$ cat src/rtl/core/tcu_pkg.sv
// Shared types, constants and helpers for the two-channel countdown timer.
package tcu_pkg;

    localparam int DEF_WINDOW_BYTES  = 128;
    localparam int DEF_CHANNEL_BYTES = 64;

    // channel 0 sits at 0x40 and up, channel 1 below
    localparam logic [7:0] CH0_BASE = 8'h40;

    typedef enum logic [2:0] {
        ACT_TICK    = 3'd0,
        ACT_RD_BYTE = 3'd1,
        ACT_RD_WORD = 3'd2,
        ACT_WR_BYTE = 3'd3,
        ACT_WR_WORD = 3'd4
    } action_t;

    typedef logic [6:0] widx_t;

    // word index of each register inside a channel
    localparam widx_t W_MCR   = 7'd0;
    localparam widx_t W_IR    = 7'd2;
    localparam widx_t W_CR    = 7'd3;
    localparam widx_t W_SR    = 7'd4;
    localparam widx_t W_CNTR  = 7'd5;
    localparam widx_t W_PREL1 = 7'd6;
    localparam widx_t W_PREL2 = 7'd7;
    localparam widx_t W_COM   = 7'd8;

    // control register bits
    localparam int CR_SWR  = 15;
    localparam int CR_TGE  = 11;
    localparam int CR_PCLK = 10;
    localparam int CR_CPE  = 9;
    localparam int CR_CLK  = 8;

    // status register bits
    localparam int SR_IRQ = 15;
    localparam int SR_TO  = 14;
    localparam int SR_TC  = 12;
    localparam int SR_ON  = 10;
    localparam int SR_COM = 8;

    localparam logic [15:0] SR_FLAGS   = 16'h7000;
    localparam logic [15:0] ON_MASK    = 16'h8200;
    localparam logic [15:0] SR_LOW_SET = 16'h00FF;

    localparam logic [2:0] MODE_FIXED = 3'd1;
    localparam logic [2:0] MODE_VAR   = 3'd2;

    localparam logic [9:0] PRE_BASE = 10'd2;

    typedef struct packed {
        logic [15:0] mcr;
        logic [15:0] ir;
        logic [15:0] cr;
        logic [15:0] sr;
        logic [15:0] cntr;
        logic [15:0] prel1;
        logic [15:0] prel2;
        logic [15:0] com;
        logic [8:0]  div;
        logic        phase;
    } chan_t;

    localparam chan_t CHAN_RST = '{
        mcr:   16'h0000,
        ir:    16'h000F,
        cr:    16'h0000,
        sr:    16'h00FF,
        cntr:  16'h0000,
        prel1: 16'hFFFF,
        prel2: 16'hFFFF,
        com:   16'h0000,
        div:   9'd0,
        phase: 1'b1
    };

    // prescaler period for PCLK source: twice the power-of-two select; select zero gives the largest period
    function automatic logic [9:0] prescale_div(input logic [2:0] sel);
        logic [9:0] p;
        case (sel)
            3'd0:    p = 10'd512;
            default: p = PRE_BASE << sel;
        endcase
        return p;
    endfunction

    // ON follows SWR|CPE, IRQ follows enabled flags
    function automatic logic [15:0] sr_norm(input logic [15:0] sr, input logic [15:0] cr);
        logic [15:0] n;
        n         = sr;
        n[SR_ON]  = |(cr & ON_MASK);
        n[SR_IRQ] = |(sr & cr & SR_FLAGS);
        return n;
    endfunction

endpackage

$ cat src/rtl/core/two_channel_countdown_timer_unit.sv
// Two-channel countdown timer: register window, prescalers and counters.
//
// Usage:
//   Input requests arrive on s_tvalid/s_tready with s_tuser carrying the
//   action (tick, byte/word read, byte/word write) and s_tdata the address
//   and write data. Every request, ticks included, yields exactly one
//   result request on m_tvalid/m_tready: read data plus both channels'
//   IRQ bit, interrupt level and vector as they stand after the request.
//   Throughput is one request per cycle unless the result stalls; the
//   input register takes the request and the result register follows it
//   to m_tvalid. The scratch memory read is issued at acceptance with a
//   write bypass from the request ahead of it.
//   Reset puts every register at its reset value and clears the scratch
//   valid bits, so no clearing pass is needed; requests are taken from the
//   first cycle after reset.
//   When m_tready is low the result register holds; the input register
//   still takes one request, after which s_tready drops until the result
//   is taken.
module two_channel_countdown_timer_unit
    import tcu_pkg::*;
#(
    parameter int WINDOW_BYTES  = DEF_WINDOW_BYTES,
    parameter int CHANNEL_BYTES = DEF_CHANNEL_BYTES
)(
    input  logic        clk,
    input  logic        rst_n,
    input  logic        s_tvalid,
    output logic        s_tready,
    input  logic [23:0] s_tdata,   // address[7:0], write_data[23:8]
    input  logic [2:0]  s_tuser,   // action[2:0]
    output logic        m_tvalid,
    input  logic        m_tready,
    output logic [39:0] m_tdata    // read_data[15:0], irq_chan0[16], irq_chan1[17],
                                   // level_chan0[20:18], level_chan1[23:21],
                                   // vector_chan0[31:24], vector_chan1[39:32]
);

    localparam int NWORDS    = CHANNEL_BYTES / 2;
    localparam int MEM_DEPTH = 2 * NWORDS;
    localparam int MEM_AW    = $clog2(MEM_DEPTH);

    localparam logic [7:0]        NWORDS_L  = 8'(NWORDS);
    localparam logic [8:0]        WINDOW_L  = 9'(WINDOW_BYTES);
    localparam logic [MEM_AW-1:0] CH1_WBASE = MEM_AW'(NWORDS);

    typedef struct packed {
        logic              ok;
        logic              ch;
        widx_t             widx;
        logic              lane;
        logic [MEM_AW-1:0] midx;
    } dec_t;

    function automatic dec_t decode(input logic [7:0] a);
        dec_t       d;
        logic [7:0] loc;
        d.ch   = (a < CH0_BASE);
        loc    = d.ch ? a : a - CH0_BASE;
        d.widx = loc[7:1];
        d.lane = loc[0];
        d.ok   = ({1'b0, a} < WINDOW_L) && ({1'b0, d.widx} < NWORDS_L);
        d.midx = d.ch ? CH1_WBASE + d.widx[MEM_AW-1:0] : d.widx[MEM_AW-1:0];
        return d;
    endfunction

    function automatic logic is_named(input widx_t w);
        logic r;
        unique case (w) inside
            W_MCR, W_IR, W_CR, W_SR, W_CNTR, W_PREL1, W_PREL2, W_COM: r = 1'b1;
            default: r = 1'b0;
        endcase
        return r;
    endfunction

    function automatic logic [15:0] word_of(input chan_t c, input widx_t w,
                                            input logic [15:0] scr);
        logic [15:0] r;
        unique case (w)
            W_MCR:   r = c.mcr;
            W_IR:    r = c.ir;
            W_CR:    r = c.cr;
            W_SR:    r = c.sr;
            W_CNTR:  r = c.cntr;
            W_PREL1: r = c.prel1;
            W_PREL2: r = c.prel2;
            W_COM:   r = c.com;
            default: r = scr;
        endcase
        return r;
    endfunction

    function automatic chan_t chan_write(input chan_t c, input widx_t w,
                                         input logic [15:0] v, input logic [15:0] clr);
        chan_t n;
        n = c;
        unique case (w)
            W_MCR:   n.mcr = v;
            W_IR:    n.ir  = v;
            W_CR:
            begin
                n.cr = v;
                if (c.cr[CR_SWR] && !v[CR_SWR])
                begin
                    n.sr         = c.sr | SR_LOW_SET;
                    n.sr[SR_COM] = 1'b0;
                    n.cntr       = 16'h0000;
                    n.phase      = 1'b1;
                end
                else if (!c.cr[CR_SWR] && v[CR_SWR])
                begin
                    n.cntr  = c.prel1;
                    n.phase = 1'b1;
                end
                n.div = 9'd0;
            end
            W_SR:    n.sr    = c.sr & ~(clr & SR_FLAGS);
            W_CNTR:  n.cntr  = v;
            W_PREL1: n.prel1 = v;
            W_PREL2: n.prel2 = v;
            W_COM:
            begin
                n.com        = v;
                n.sr[SR_COM] = 1'b0;
            end
            default: ;
        endcase
        return n;
    endfunction

    function automatic chan_t chan_tick(input chan_t c);
        chan_t       n;
        logic [2:0]  mode;
        logic        run;
        logic [9:0]  pre;
        logic [9:0]  t;
        logic [9:0]  trem;
        logic [15:0] cnt;
        logic [15:0] diff;
        logic        ph;
        n    = c;
        mode = c.cr[4:2];
        run  = c.cr[CR_SWR] && (mode == MODE_FIXED || mode == MODE_VAR)
               && c.cr[CR_CPE] && !c.cr[CR_TGE] && !c.cr[CR_CLK];
        pre  = c.cr[CR_PCLK] ? prescale_div(c.cr[7:5]) : PRE_BASE;
        cnt  = (c.cntr == 16'h0000) ? c.prel1 : c.cntr;
        ph   = (c.cntr == 16'h0000) ? 1'b1 : c.phase;
        t    = {1'b0, c.div} + 10'd1;
        trem = t - pre;
        diff = cnt - c.com;
        if (run)
        begin
            n.cntr  = cnt;
            n.phase = ph;
            if (t < pre)
            begin
                n.div = t[8:0];
            end
            else
            begin
                n.div = trem[8:0];
                if (cnt == 16'h0001)
                begin
                    if (c.com == 16'h0000)
                    begin
                        n.sr[SR_TC] = 1'b1;
                    end
                    n.sr[SR_TO]  = 1'b1;
                    n.sr[SR_COM] = 1'b0;
                    if (mode == MODE_VAR)
                    begin
                        n.cntr  = ph ? c.prel2 : c.prel1;
                        n.phase = !ph;
                    end
                    else
                    begin
                        n.cntr = c.prel1;
                    end
                end
                else
                begin
                    if (diff == 16'h0001)
                    begin
                        n.sr[SR_COM] = 1'b1;
                        n.sr[SR_TC]  = 1'b1;
                    end
                    n.cntr = cnt - 16'h0001;
                end
            end
        end
        return n;
    endfunction

    // handshake
    logic        s1_valid_reg;
    action_t     s1_act_reg;
    logic [7:0]  s1_addr_reg;
    logic [15:0] s1_wdata_reg;
    logic        out_valid_reg;
    logic [39:0] out_data_reg;
    logic        adv;
    logic        accept;

    // register state
    chan_t chan_reg  [2];
    chan_t chan_next [2];

    // scratch bytes
    logic [15:0] scratch_mem [MEM_DEPTH];
    logic [1:0]  vld_reg     [MEM_DEPTH];
    logic [15:0] rd_word_reg;
    logic [1:0]  rd_vld_reg;
    logic [1:0]  byp_be_reg;
    logic [15:0] byp_data_reg;

    dec_t        d0;
    dec_t        d1;
    logic        is_wr;
    logic        is_wr_b;
    logic        mem_we;
    logic [1:0]  mem_be;
    logic [15:0] mem_wd;
    logic [1:0]  byp_be;
    logic [15:0] scratch;
    logic [15:0] old_word;
    logic [15:0] wr_val;
    logic [15:0] clr_mask;
    logic [15:0] rdata;

    assign adv      = s1_valid_reg && (!out_valid_reg || m_tready);
    assign s_tready = !s1_valid_reg || adv;
    assign accept   = s_tvalid && s_tready;
    assign m_tvalid = out_valid_reg;
    assign m_tdata  = out_data_reg;

    assign d0 = decode(s_tdata[7:0]);
    assign d1 = decode(s1_addr_reg);

    assign is_wr_b = (s1_act_reg == ACT_WR_BYTE);
    assign is_wr   = is_wr_b || (s1_act_reg == ACT_WR_WORD);

    assign scratch[15:8] = byp_be_reg[1] ? byp_data_reg[15:8]
                         : (rd_vld_reg[1] ? rd_word_reg[15:8] : 8'h00);
    assign scratch[7:0]  = byp_be_reg[0] ? byp_data_reg[7:0]
                         : (rd_vld_reg[0] ? rd_word_reg[7:0] : 8'h00);

    assign old_word = word_of(chan_reg[d1.ch], d1.widx, scratch);

    always_comb
    begin
        if (!is_wr_b)
        begin
            wr_val   = s1_wdata_reg;
            clr_mask = s1_wdata_reg;
            mem_be   = 2'b11;
            mem_wd   = s1_wdata_reg;
        end
        else if (d1.lane)
        begin
            wr_val   = {old_word[15:8], s1_wdata_reg[7:0]};
            clr_mask = 16'h0000;
            mem_be   = 2'b01;
            mem_wd   = {s1_wdata_reg[7:0], s1_wdata_reg[7:0]};
        end
        else
        begin
            wr_val   = {s1_wdata_reg[7:0], old_word[7:0]};
            clr_mask = {s1_wdata_reg[7:0], 8'h00};
            mem_be   = 2'b10;
            mem_wd   = {s1_wdata_reg[7:0], s1_wdata_reg[7:0]};
        end
    end

    assign mem_we = adv && d1.ok && is_wr && !is_named(d1.widx);
    assign byp_be = (mem_we && d0.midx == d1.midx) ? mem_be : 2'b00;

    always_comb
    begin
        rdata = 16'h0000;
        if (d1.ok)
        begin
            if (s1_act_reg == ACT_RD_WORD)
            begin
                rdata = old_word;
            end
            else if (s1_act_reg == ACT_RD_BYTE)
            begin
                rdata = d1.lane ? {8'h00, old_word[7:0]} : {8'h00, old_word[15:8]};
            end
        end
    end

    always_comb
    begin
        for (int i = 0; i < 2; i++)
        begin
            chan_next[i] = chan_reg[i];
            if (s1_act_reg == ACT_TICK)
            begin
                chan_next[i] = chan_tick(chan_reg[i]);
            end
            else if (is_wr && d1.ok && d1.ch == 1'(i))
            begin
                chan_next[i] = chan_write(chan_reg[i], d1.widx, wr_val, clr_mask);
            end
            chan_next[i].sr = sr_norm(chan_next[i].sr, chan_next[i].cr);
        end
    end

    always_ff @(posedge clk or negedge rst_n)
    begin
        if (!rst_n)
        begin
            s1_valid_reg  <= 1'b0;
            out_valid_reg <= 1'b0;
            chan_reg[0]   <= CHAN_RST;
            chan_reg[1]   <= CHAN_RST;
        end
        else
        begin
            if (accept)
            begin
                s1_valid_reg <= 1'b1;
            end
            else if (adv)
            begin
                s1_valid_reg <= 1'b0;
            end
            if (adv)
            begin
                out_valid_reg <= 1'b1;
                chan_reg[0]   <= chan_next[0];
                chan_reg[1]   <= chan_next[1];
            end
            else if (m_tready)
            begin
                out_valid_reg <= 1'b0;
            end
        end
    end

    always_ff @(posedge clk)
    begin
        if (accept)
        begin
            s1_act_reg   <= action_t'(s_tuser);
            s1_addr_reg  <= s_tdata[7:0];
            s1_wdata_reg <= s_tdata[23:8];
        end
        if (adv)
        begin
            out_data_reg <= {chan_next[1].ir[7:0], chan_next[0].ir[7:0],
                             chan_next[1].ir[10:8], chan_next[0].ir[10:8],
                             chan_next[1].sr[SR_IRQ], chan_next[0].sr[SR_IRQ], rdata};
        end
    end

    always_ff @(posedge clk)
    begin
        if (mem_we)
        begin
            if (mem_be[1])
            begin
                scratch_mem[d1.midx][15:8] <= mem_wd[15:8];
            end
            if (mem_be[0])
            begin
                scratch_mem[d1.midx][7:0] <= mem_wd[7:0];
            end
        end
        if (accept)
        begin
            rd_word_reg  <= scratch_mem[d0.midx];
            byp_data_reg <= mem_wd;
        end
    end

    always_ff @(posedge clk or negedge rst_n)
    begin
        if (!rst_n)
        begin
            for (int i = 0; i < MEM_DEPTH; i++)
            begin
                vld_reg[i] <= 2'b00;
            end
            rd_vld_reg <= 2'b00;
            byp_be_reg <= 2'b00;
        end
        else
        begin
            if (mem_we)
            begin
                vld_reg[d1.midx] <= vld_reg[d1.midx] | mem_be;
            end
            if (accept)
            begin
                rd_vld_reg <= vld_reg[d0.midx];
                byp_be_reg <= byp_be;
            end
        end
    end

endmodule

$ cat config.mk
export PLATFORM = sky130hd
export DESIGN_NAME = two_channel_countdown_timer_unit
export DESIGN_NICKNAME = d
export VERILOG_FILES = /design/src/rtl/core/tcu_pkg.sv /design/src/rtl/core/two_channel_countdown_timer_unit.sv
export SDC_FILE = /design/constraint.sdc
export NUM_CORES = 2
export LEC_CHECK = 0
export BUFFER_PORTS_ARGS = -buffer_cell sky130_fd_sc_hd__buf_2
export CORE_UTILIZATION = 35
export CTS_BUF_LIST = sky130_fd_sc_hd__clkbuf_2
export DETAILED_ROUTE_END_ITERATION = 7
export HOLD_SLACK_MARGIN = 0.05
export PLACE_DENSITY = 0.57
export SLEW_MARGIN = 20
export SYNTH_ARGS = -nofsm -noshare
export SYNTH_HDL_FRONTEND = slang
export SYNTH_SLANG_ARGS = --single-unit
$ cat constraint.sdc
create_clock -name clk -period 7.9 [get_ports clk]
set_clock_uncertainty 0.05 [all_clocks]
set_input_delay 1.58 -clock clk [delete_from_list [all_inputs] [get_ports clk]]
set_output_delay 1.58 -clock clk [all_outputs]
set_load 0.05 [all_outputs]
==> Word-level counts from Yosys, hierarchy flattened <==
Memories as Yosys holds them, arrays and structs flattened. A register that Yosys moved wholly into a read port is not among the register bits.
Cells that the tools add are included.
{ "word_totals": {"mem_bits_rw": 1024, "register_bits": 493, "in_bits": 31, "elab_cells": 364, "memories": 1, "output_inout_bits": 42} }
{ "classes": {"n_shift": 2, "eq_ne": 24, "magnitude_cmp": 10, "n_reduce_logical": 77, "bitwise": 11, "mux": 131, "add_sub_neg": 12} }
{ "mem_list": {"columns": ["name", "depth", "width", "read_ports", "rd_clocked_by_memory_dff", "write_ports", "line_no", "text"], "rows": [
  ["scratch_mem", 64, 16, 1, 1, 1, "two_channel_countdown_timer_unit.sv:208", "logic [15:0] scratch_mem [MEM_DEPTH];"]
]} }
{ "ops": {"columns": ["cell", "n"], "rows": [
  ["2-to-1 mux 117 bit", 4],
  ["2-to-1 mux 16 bit", 28],
  ["2-to-1 mux 138 bit", 3],
  ["bitwise mux 128 bit", 1],
  ["case mux 16 bit (8 select lines)", 1],
  ["2-to-1 mux 10 bit", 10],
  ["== test 16 x 1 -> 1 bit (second input constant)", 4],
  ["logical NOT 16 bit", 4],
  ["case mux 16 bit (2 select lines)", 2],
  ["2-to-1 mux 8 bit", 7],
  ["AND reduction 4 bit", 12],
  ["2-to-1 mux 1 bit", 47],
  ["2-to-1 mux 9 bit", 4],
  ["AND 16 bit", 2],
  ["case mux 8 bit (2 select lines)", 2],
  ["subtractor 16 x 1 -> 16 bit (second input constant)", 2],
  ["subtractor 16 bit", 2],
  ["AND 15 bit", 2],
  ["2-to-1 mux 15 bit", 2],
  ["== test 7 x 3 -> 1 bit (second input constant)", 4],
  ["case mux 7 bit (2 select lines)", 2],
  ["binary-select mux 2 bit (select 6 bit)", 2],
  ["logical AND 1 bit", 23],
  ["2-to-1 mux 11 bit", 2],
  ["other kinds (42)", 95]
]} }

==> Longest topological paths before layout <==
{ "logic_depth": {"word_depth": 16, "ltp_mapped": 21} }

==> Least setup slack after synthesis <==
OpenSTA, ideal clock, no wires.
{ "synth_path": {"path_type": "input to register", "from": "input port s_tdata[1]", "to": "register rd_word_reg[0], read port of scratch_mem (data pin)", "path_buffers": 3, "cell_stages": 6, "setup_time_ps": 272, "required_ps": 7578, "path_slack_ps": 3305, "t_arrival_ps": 4273, "cell_sequence": "clkbuf_1 > buf_2 > buf_1 > mux4_2 > mux4_2 > mux4_2"} }
{ "synth_between": {"elab_chain_len": 4, "elab_cells_between_ends": 5, "cone_classes": "add/sub: 2; order compare: 1; mux: 2"} }
{ "synth_rtl": {"columns": ["element", "line_no", "text"], "rows": [
  ["start, declared", "two_channel_countdown_timer_unit.sv:29", "input logic [23:0] s_tdata,"],
  ["subtractor 7 bit or < comparator 8 x 7 -> 1 bit (tied branches)", "two_channel_countdown_timer_unit.sv:58, two_channel_countdown_timer_unit.sv:57", null],
  ["2-to-1 mux 7 bit", "two_channel_countdown_timer_unit.sv:58", "loc = d.ch ? a : a - CH0_BASE;"],
  ["adder 6 bit", "two_channel_countdown_timer_unit.sv:62", "d.midx = d.ch ? CH1_WBASE + d.widx[MEM_AW-1:0] : d.widx[MEM_AW-1:0];"],
  ["2-to-1 mux 6 bit (*)", "two_channel_countdown_timer_unit.sv:62", null],
  ["end, declared", "two_channel_countdown_timer_unit.sv:210", "logic [15:0] rd_word_reg;"]
]} }
Every way passes the cells marked *; elsewhere a longest branch is shown, timed or not.
A chain may end at the register's enable or synchronous reset.

==> Final worst setup path <==
{ "layout_path": {"from": "register s1_addr_reg[5]", "to": "register chan_reg[71] (netlist name)"} }
{ "layout_between": {"elab_chain_len": 14, "elab_cells_between_ends": 34, "cone_classes": "add/sub: 1; order compare: 3; eq/ne: 8; mux: 11; bitwise: 1; reduce/logical: 10"} }
{ "layout_rtl": {"columns": ["element", "line_no", "text"], "rows": [
  ["start, declared", "two_channel_countdown_timer_unit.sv:196", "logic [7:0] s1_addr_reg;"],
  ["start signal, assigned", "two_channel_countdown_timer_unit.sv:346", "s1_addr_reg <= s_tdata[7:0];"],
  ["branches (longest 6 deep; another with subtractor 8 x 7 -> 8 bit)", null, null],
  ["2-to-1 mux 16 bit (*)", "two_channel_countdown_timer_unit.sv:257", "else if (d1.lane)"],
  ["2-to-1 mux 16 bit (*)", "two_channel_countdown_timer_unit.sv:250", "if (!is_wr_b)"],
  ["net wr_val[15]", "two_channel_countdown_timer_unit.sv:225", "logic [15:0] wr_val;"],
  ["logical NOT 1 bit", "two_channel_countdown_timer_unit.sv:102", "if (c.cr[CR_SWR] && !v[CR_SWR])"],
  ["logical AND 1 bit", "two_channel_countdown_timer_unit.sv:102", null],
  ["2-to-1 mux 16 bit", "two_channel_countdown_timer_unit.sv:102", null],
  ["case mux 16 bit (2 select lines)", "two_channel_countdown_timer_unit.sv:96", "unique case (w)"],
  ["2-to-1 mux 117 bit", "two_channel_countdown_timer_unit.sv:301", "else if (is_wr && d1.ok && d1.ch == 1'(i))"],
  ["2-to-1 mux 117 bit", "two_channel_countdown_timer_unit.sv:297", "if (s1_act_reg == ACT_TICK)"],
  ["end, declared", "two_channel_countdown_timer_unit.sv:204", "chan_t chan_reg [2];"]
]} }
Mark *: on every way through the listed nets, which the timed path passes. The select of a mux whose other input is x is not followed.

==> results by group <==
Power
  • Leakage: 28.0 nW
  • Peak VDD IR: 0.0000915 V
  • PwrDens: 213 nW/um2

Synthesis
  • Ranking of synthesized cells by area: edfxtp_1 (50%), mux4_2 (14%), dfrtp_1 (12%), dfstp_2 (2.9%), nand2_1 (2.7%)
  • Sequential-to-total area share from yosys stat: 64.4%
  • Main flop type after synthesis: edfxtp_1
  • Synth Warn #: 0
  • Synthesized flop and latch total: 1513
  • Post-synth top cells: edfxtp_1 (1123), nand2_1 (496), mux4_2 (420)
  • Mapped Cells: 4515
  • Post-synth cell types: 92
  • Avg Cell Area, Syn: 15.0 um2
  • Most common cell in the netlist: edfxtp_1
  • Number of flops mapped to enable cells by yosys: 1123
  • Yosys top cell by area: edfxtp_1
  • Synth top area share: 49.8%
  • Ys async rst share: 25.8%
  • Synth Cell Area: 67700 um2

Routing
  • WL final: 201 mm
  • Via density: 5.46
  • Average routed wire per standard cell: 25.5 um
  • Via Count: 43000
  • DRT Pass-1 Iters: 6
  • DRC Markers: 0
  • Final ANT Viol Nets: 0
  • DR iter-0 viols: 3965

Cells and area
  • Area of the multi-input gates: 23800 um2
  • Max reg flops: 1024
  • Filler cell count: 18000
  • Layout cells sized above 1: 27.2%
  • Nets: 5142
  • Layout Cells excl Fill: 7882
  • P&R area growth vs syn: 11.9%
  • Fin util: 39.4%
  • Final Cell Area: 75800 um2
  • Storage element area: 43600 um2

STA
  • Final hold viol count: 0
  • Min cycle time layout: 5.69 ns
  • Relative slew margins: 18.1%
  • Final Setup Violations: 0
  • Tcrit/Tclk final: 72.0%
  • RSZ-0062 raised after global routing: no
  • Final Max Slew Viols: 0
  • Worst-Margin Slew: 1.22 ns
  • Max Freq: 176 MHz
  • Setup_tns: 0 ns

Placed design
  • RD Place Congestion: 0.944
  • DP HPWL: 128 mm
  • Placed cell areas: 72000 um2
  • PortBufs: 72
  • Dpl cells: 7153

Critical path
  • Crit path required time: 9.41 ns
  • Crit path buf inv count: 2
  • CP top delay family: simple AND/OR/NAND/NOR gates
  • Crit path max-delay cell type: nor4_2
  • Worst Path Arrival: 7.20 ns
  • CP most frequent cell: nor2_1
  • CP Cell Sequence: nor4_2 > nand3_1 > o22ai_1 > nor2_1 > a41oi_1 > o22ai_2 > buf_4 > inv_1 > ha_1 > nor2_1 > o311a_1 > nand2_1 > nor2_1 > a221o_1 > a31o_2
  • Reg-to-reg setup timing slack: 2.21 ns
  • Max incr delay on CP: 0.93 ns
  • Kind of critical path: flip-flop to flip-flop
  • CP Depth: 15
  • Worst Path Max Fanout: 23
  • Setup crit end kind: flip-flop
  • R2r worst-path depth: 15
  • CP Launch Type: flip-flop

Die
  • Placement Rows: 161
  • Starting density of the core: 35.2%
  • I/O pins: 73
  • Die Ht: 442 um
  • Die area: 195000 um2
  • Placeable Area: 192000 um2
  • Die Wd: 442 um

Clocking
  • Reg clk slew, reported paths: 0.09 ns
  • CTS tree: yes
  • Htree depth: 5
  • Worst-case clock buffer depth: 4
  • Post-CTS Resized: 0
  • Clk Tree Root Cell: clkbuf_2
  • Hold-fix buffers, CTS: 25
  • CTS sink count: 1513
  • Clk_lat worst skew: 1.80 ns
  • Post-CTS setup repair buffer count: 0
  • CTS buffer count: 395

Global route
  • First-pass GRT wire length: 294 mm
  • Overflow after GRT: 0
  • Largest net degree at the start of global routing: 168
  • Initial antenna violation count: 10
  • Number of global-route vias before repair: 43700
  • All-Layer GR Usage: 20.4%

Outcome
  • Status: finished, final reports clean

Run
  • Max cap viols: 0

Hold path
  • Class of the most critical hold timing path: flip-flop to flip-flop
  • Hold Path Stages: 0
## placed cells by master, fill, tap and decap left out, drive strengths merged, types with 19 or more instances in the layout
| cell type | netlist | final |
|---|---|---|
| mux2 | 110 | 110 |
| clkinv | 1 | 111 |
| mux2i | 73 | 73 |
| nand2 | 497 | 497 |
| a22oi | 43 | 43 |
| ha | 60 | 60 |
| nor3 | 41 | 41 |
| o21ai | 363 | 363 |
| a21o | 31 | 31 |
| nor2 | 277 | 277 |
| nand3 | 79 | 79 |
| edfxtp | 1123 | 1123 |
| conb | 1 | 256 |
| dlygate4sd3 | 0 | 25 |
| a21oi | 140 | 140 |
| nor4 | 31 | 31 |
| buf | 87 | 169 |
| xnor2 | 27 | 27 |
| clkbuf | 225 | 574 |
| mux4 | 420 | 420 |
| nand2b | 26 | 26 |
| dfrtp | 316 | 316 |
| xor2 | 19 | 19 |
| dfstp | 74 | 74 |
| inv | 63 | 69 |
| nand4 | 26 | 26 |
## worst paths after layout
| kind | endpoint | startpoint |
|---|---|---|
| min reg2reg | vld_reg[57] | vld_reg[57] |
| max in group asynchronous | vld_reg[92] | rst_n |
| min in group asynchronous | chan_reg[18] | rst_n |
| max reg2reg | chan_reg[71] | s1_addr_reg[5] |
| min | vld_reg[57] | vld_reg[57] |
| max | chan_reg[71] | s1_addr_reg[5] |
## metal layers
| layer | global-route usage [%] | up-vias | part of all wire, % |
|---|---|---|---|
| li1 | - | 18700 | - |
| met1 | 26.4 | 22000 | 40 |
| met2 | 33.3 | 1914 | 49 |
| met3 | 4.31 | 411 | 7.2 |
| met4 | 8.75 | 0 | 4.0 |
| met5 | 0 | - | 0 |
## worst reg2reg max path, stage by stage, from the launching register on
cell and delay, ns:
edfxtp_1 0.78, nor4_2 0.94, nand3_1 0.65, o22ai_1 0.31, nor2_1 0.10, a41oi_1 0.25
o22ai_2 0.11, buf_4 0.23, inv_1 0.15, ha_1 0.14, nor2_1 0.06, o311a_1 0.45
nand2_1 0.63, nor2_1 0.14, a221o_1 0.32, a31o_2 0.21
## final cells by class
cell class,count,area share (%)
clock buffer,574,3.79
antenna,7,0.0231
timing repair buffer,194,1.95
tap,2526,4.17
sequential,1513,57.5
clock inverter,123,0.855
inverter,64,0.317
multi-input combinational,2881,31.4
## per-stage QoR
step / hold slack [ns] / total power, mW / setup WS [ns]
CTS: 0.0980 / 16.3 / 2.27
finish: 0.350 / 16.1 / 2.21
floorplan: 0.383 / 10.2 / 3.31
global placement: 0.325 / 10.9 / 2.28
detailed placement: 0.331 / 10.9 / 2.40
global route: 0.235 / 16.9 / 1.93
## logic make-up (layout without fill, tap and decap cells)
logic type | count (synthesis) | count (layout) | synth area share [%]
flops | 1513 | 1513 | 64.4
simple gates | 1110 | 1110 | 7.45
other cells | 1 | 263 | 0.00554
fa+ha+maj | 62 | 62 | 1.17
xor+xnor | 46 | 46 | 0.595
compound gates | 804 | 804 | 7.34
mux | 603 | 603 | 16.9
buf+inv | 376 | 955 | 2.20
## where the power goes
group | total [mW] | switching, mW | leakage (nW) | internal (mW)
clock network | 5.41 | 3.27 | 2.71 | 2.14
logic | 1.82 | 1.17 | 9.71 | 0.653
registers | 8.91 | 0.123 | 15.5 | 8.78
Note: power is estimated with default switching activity, not from simulation.
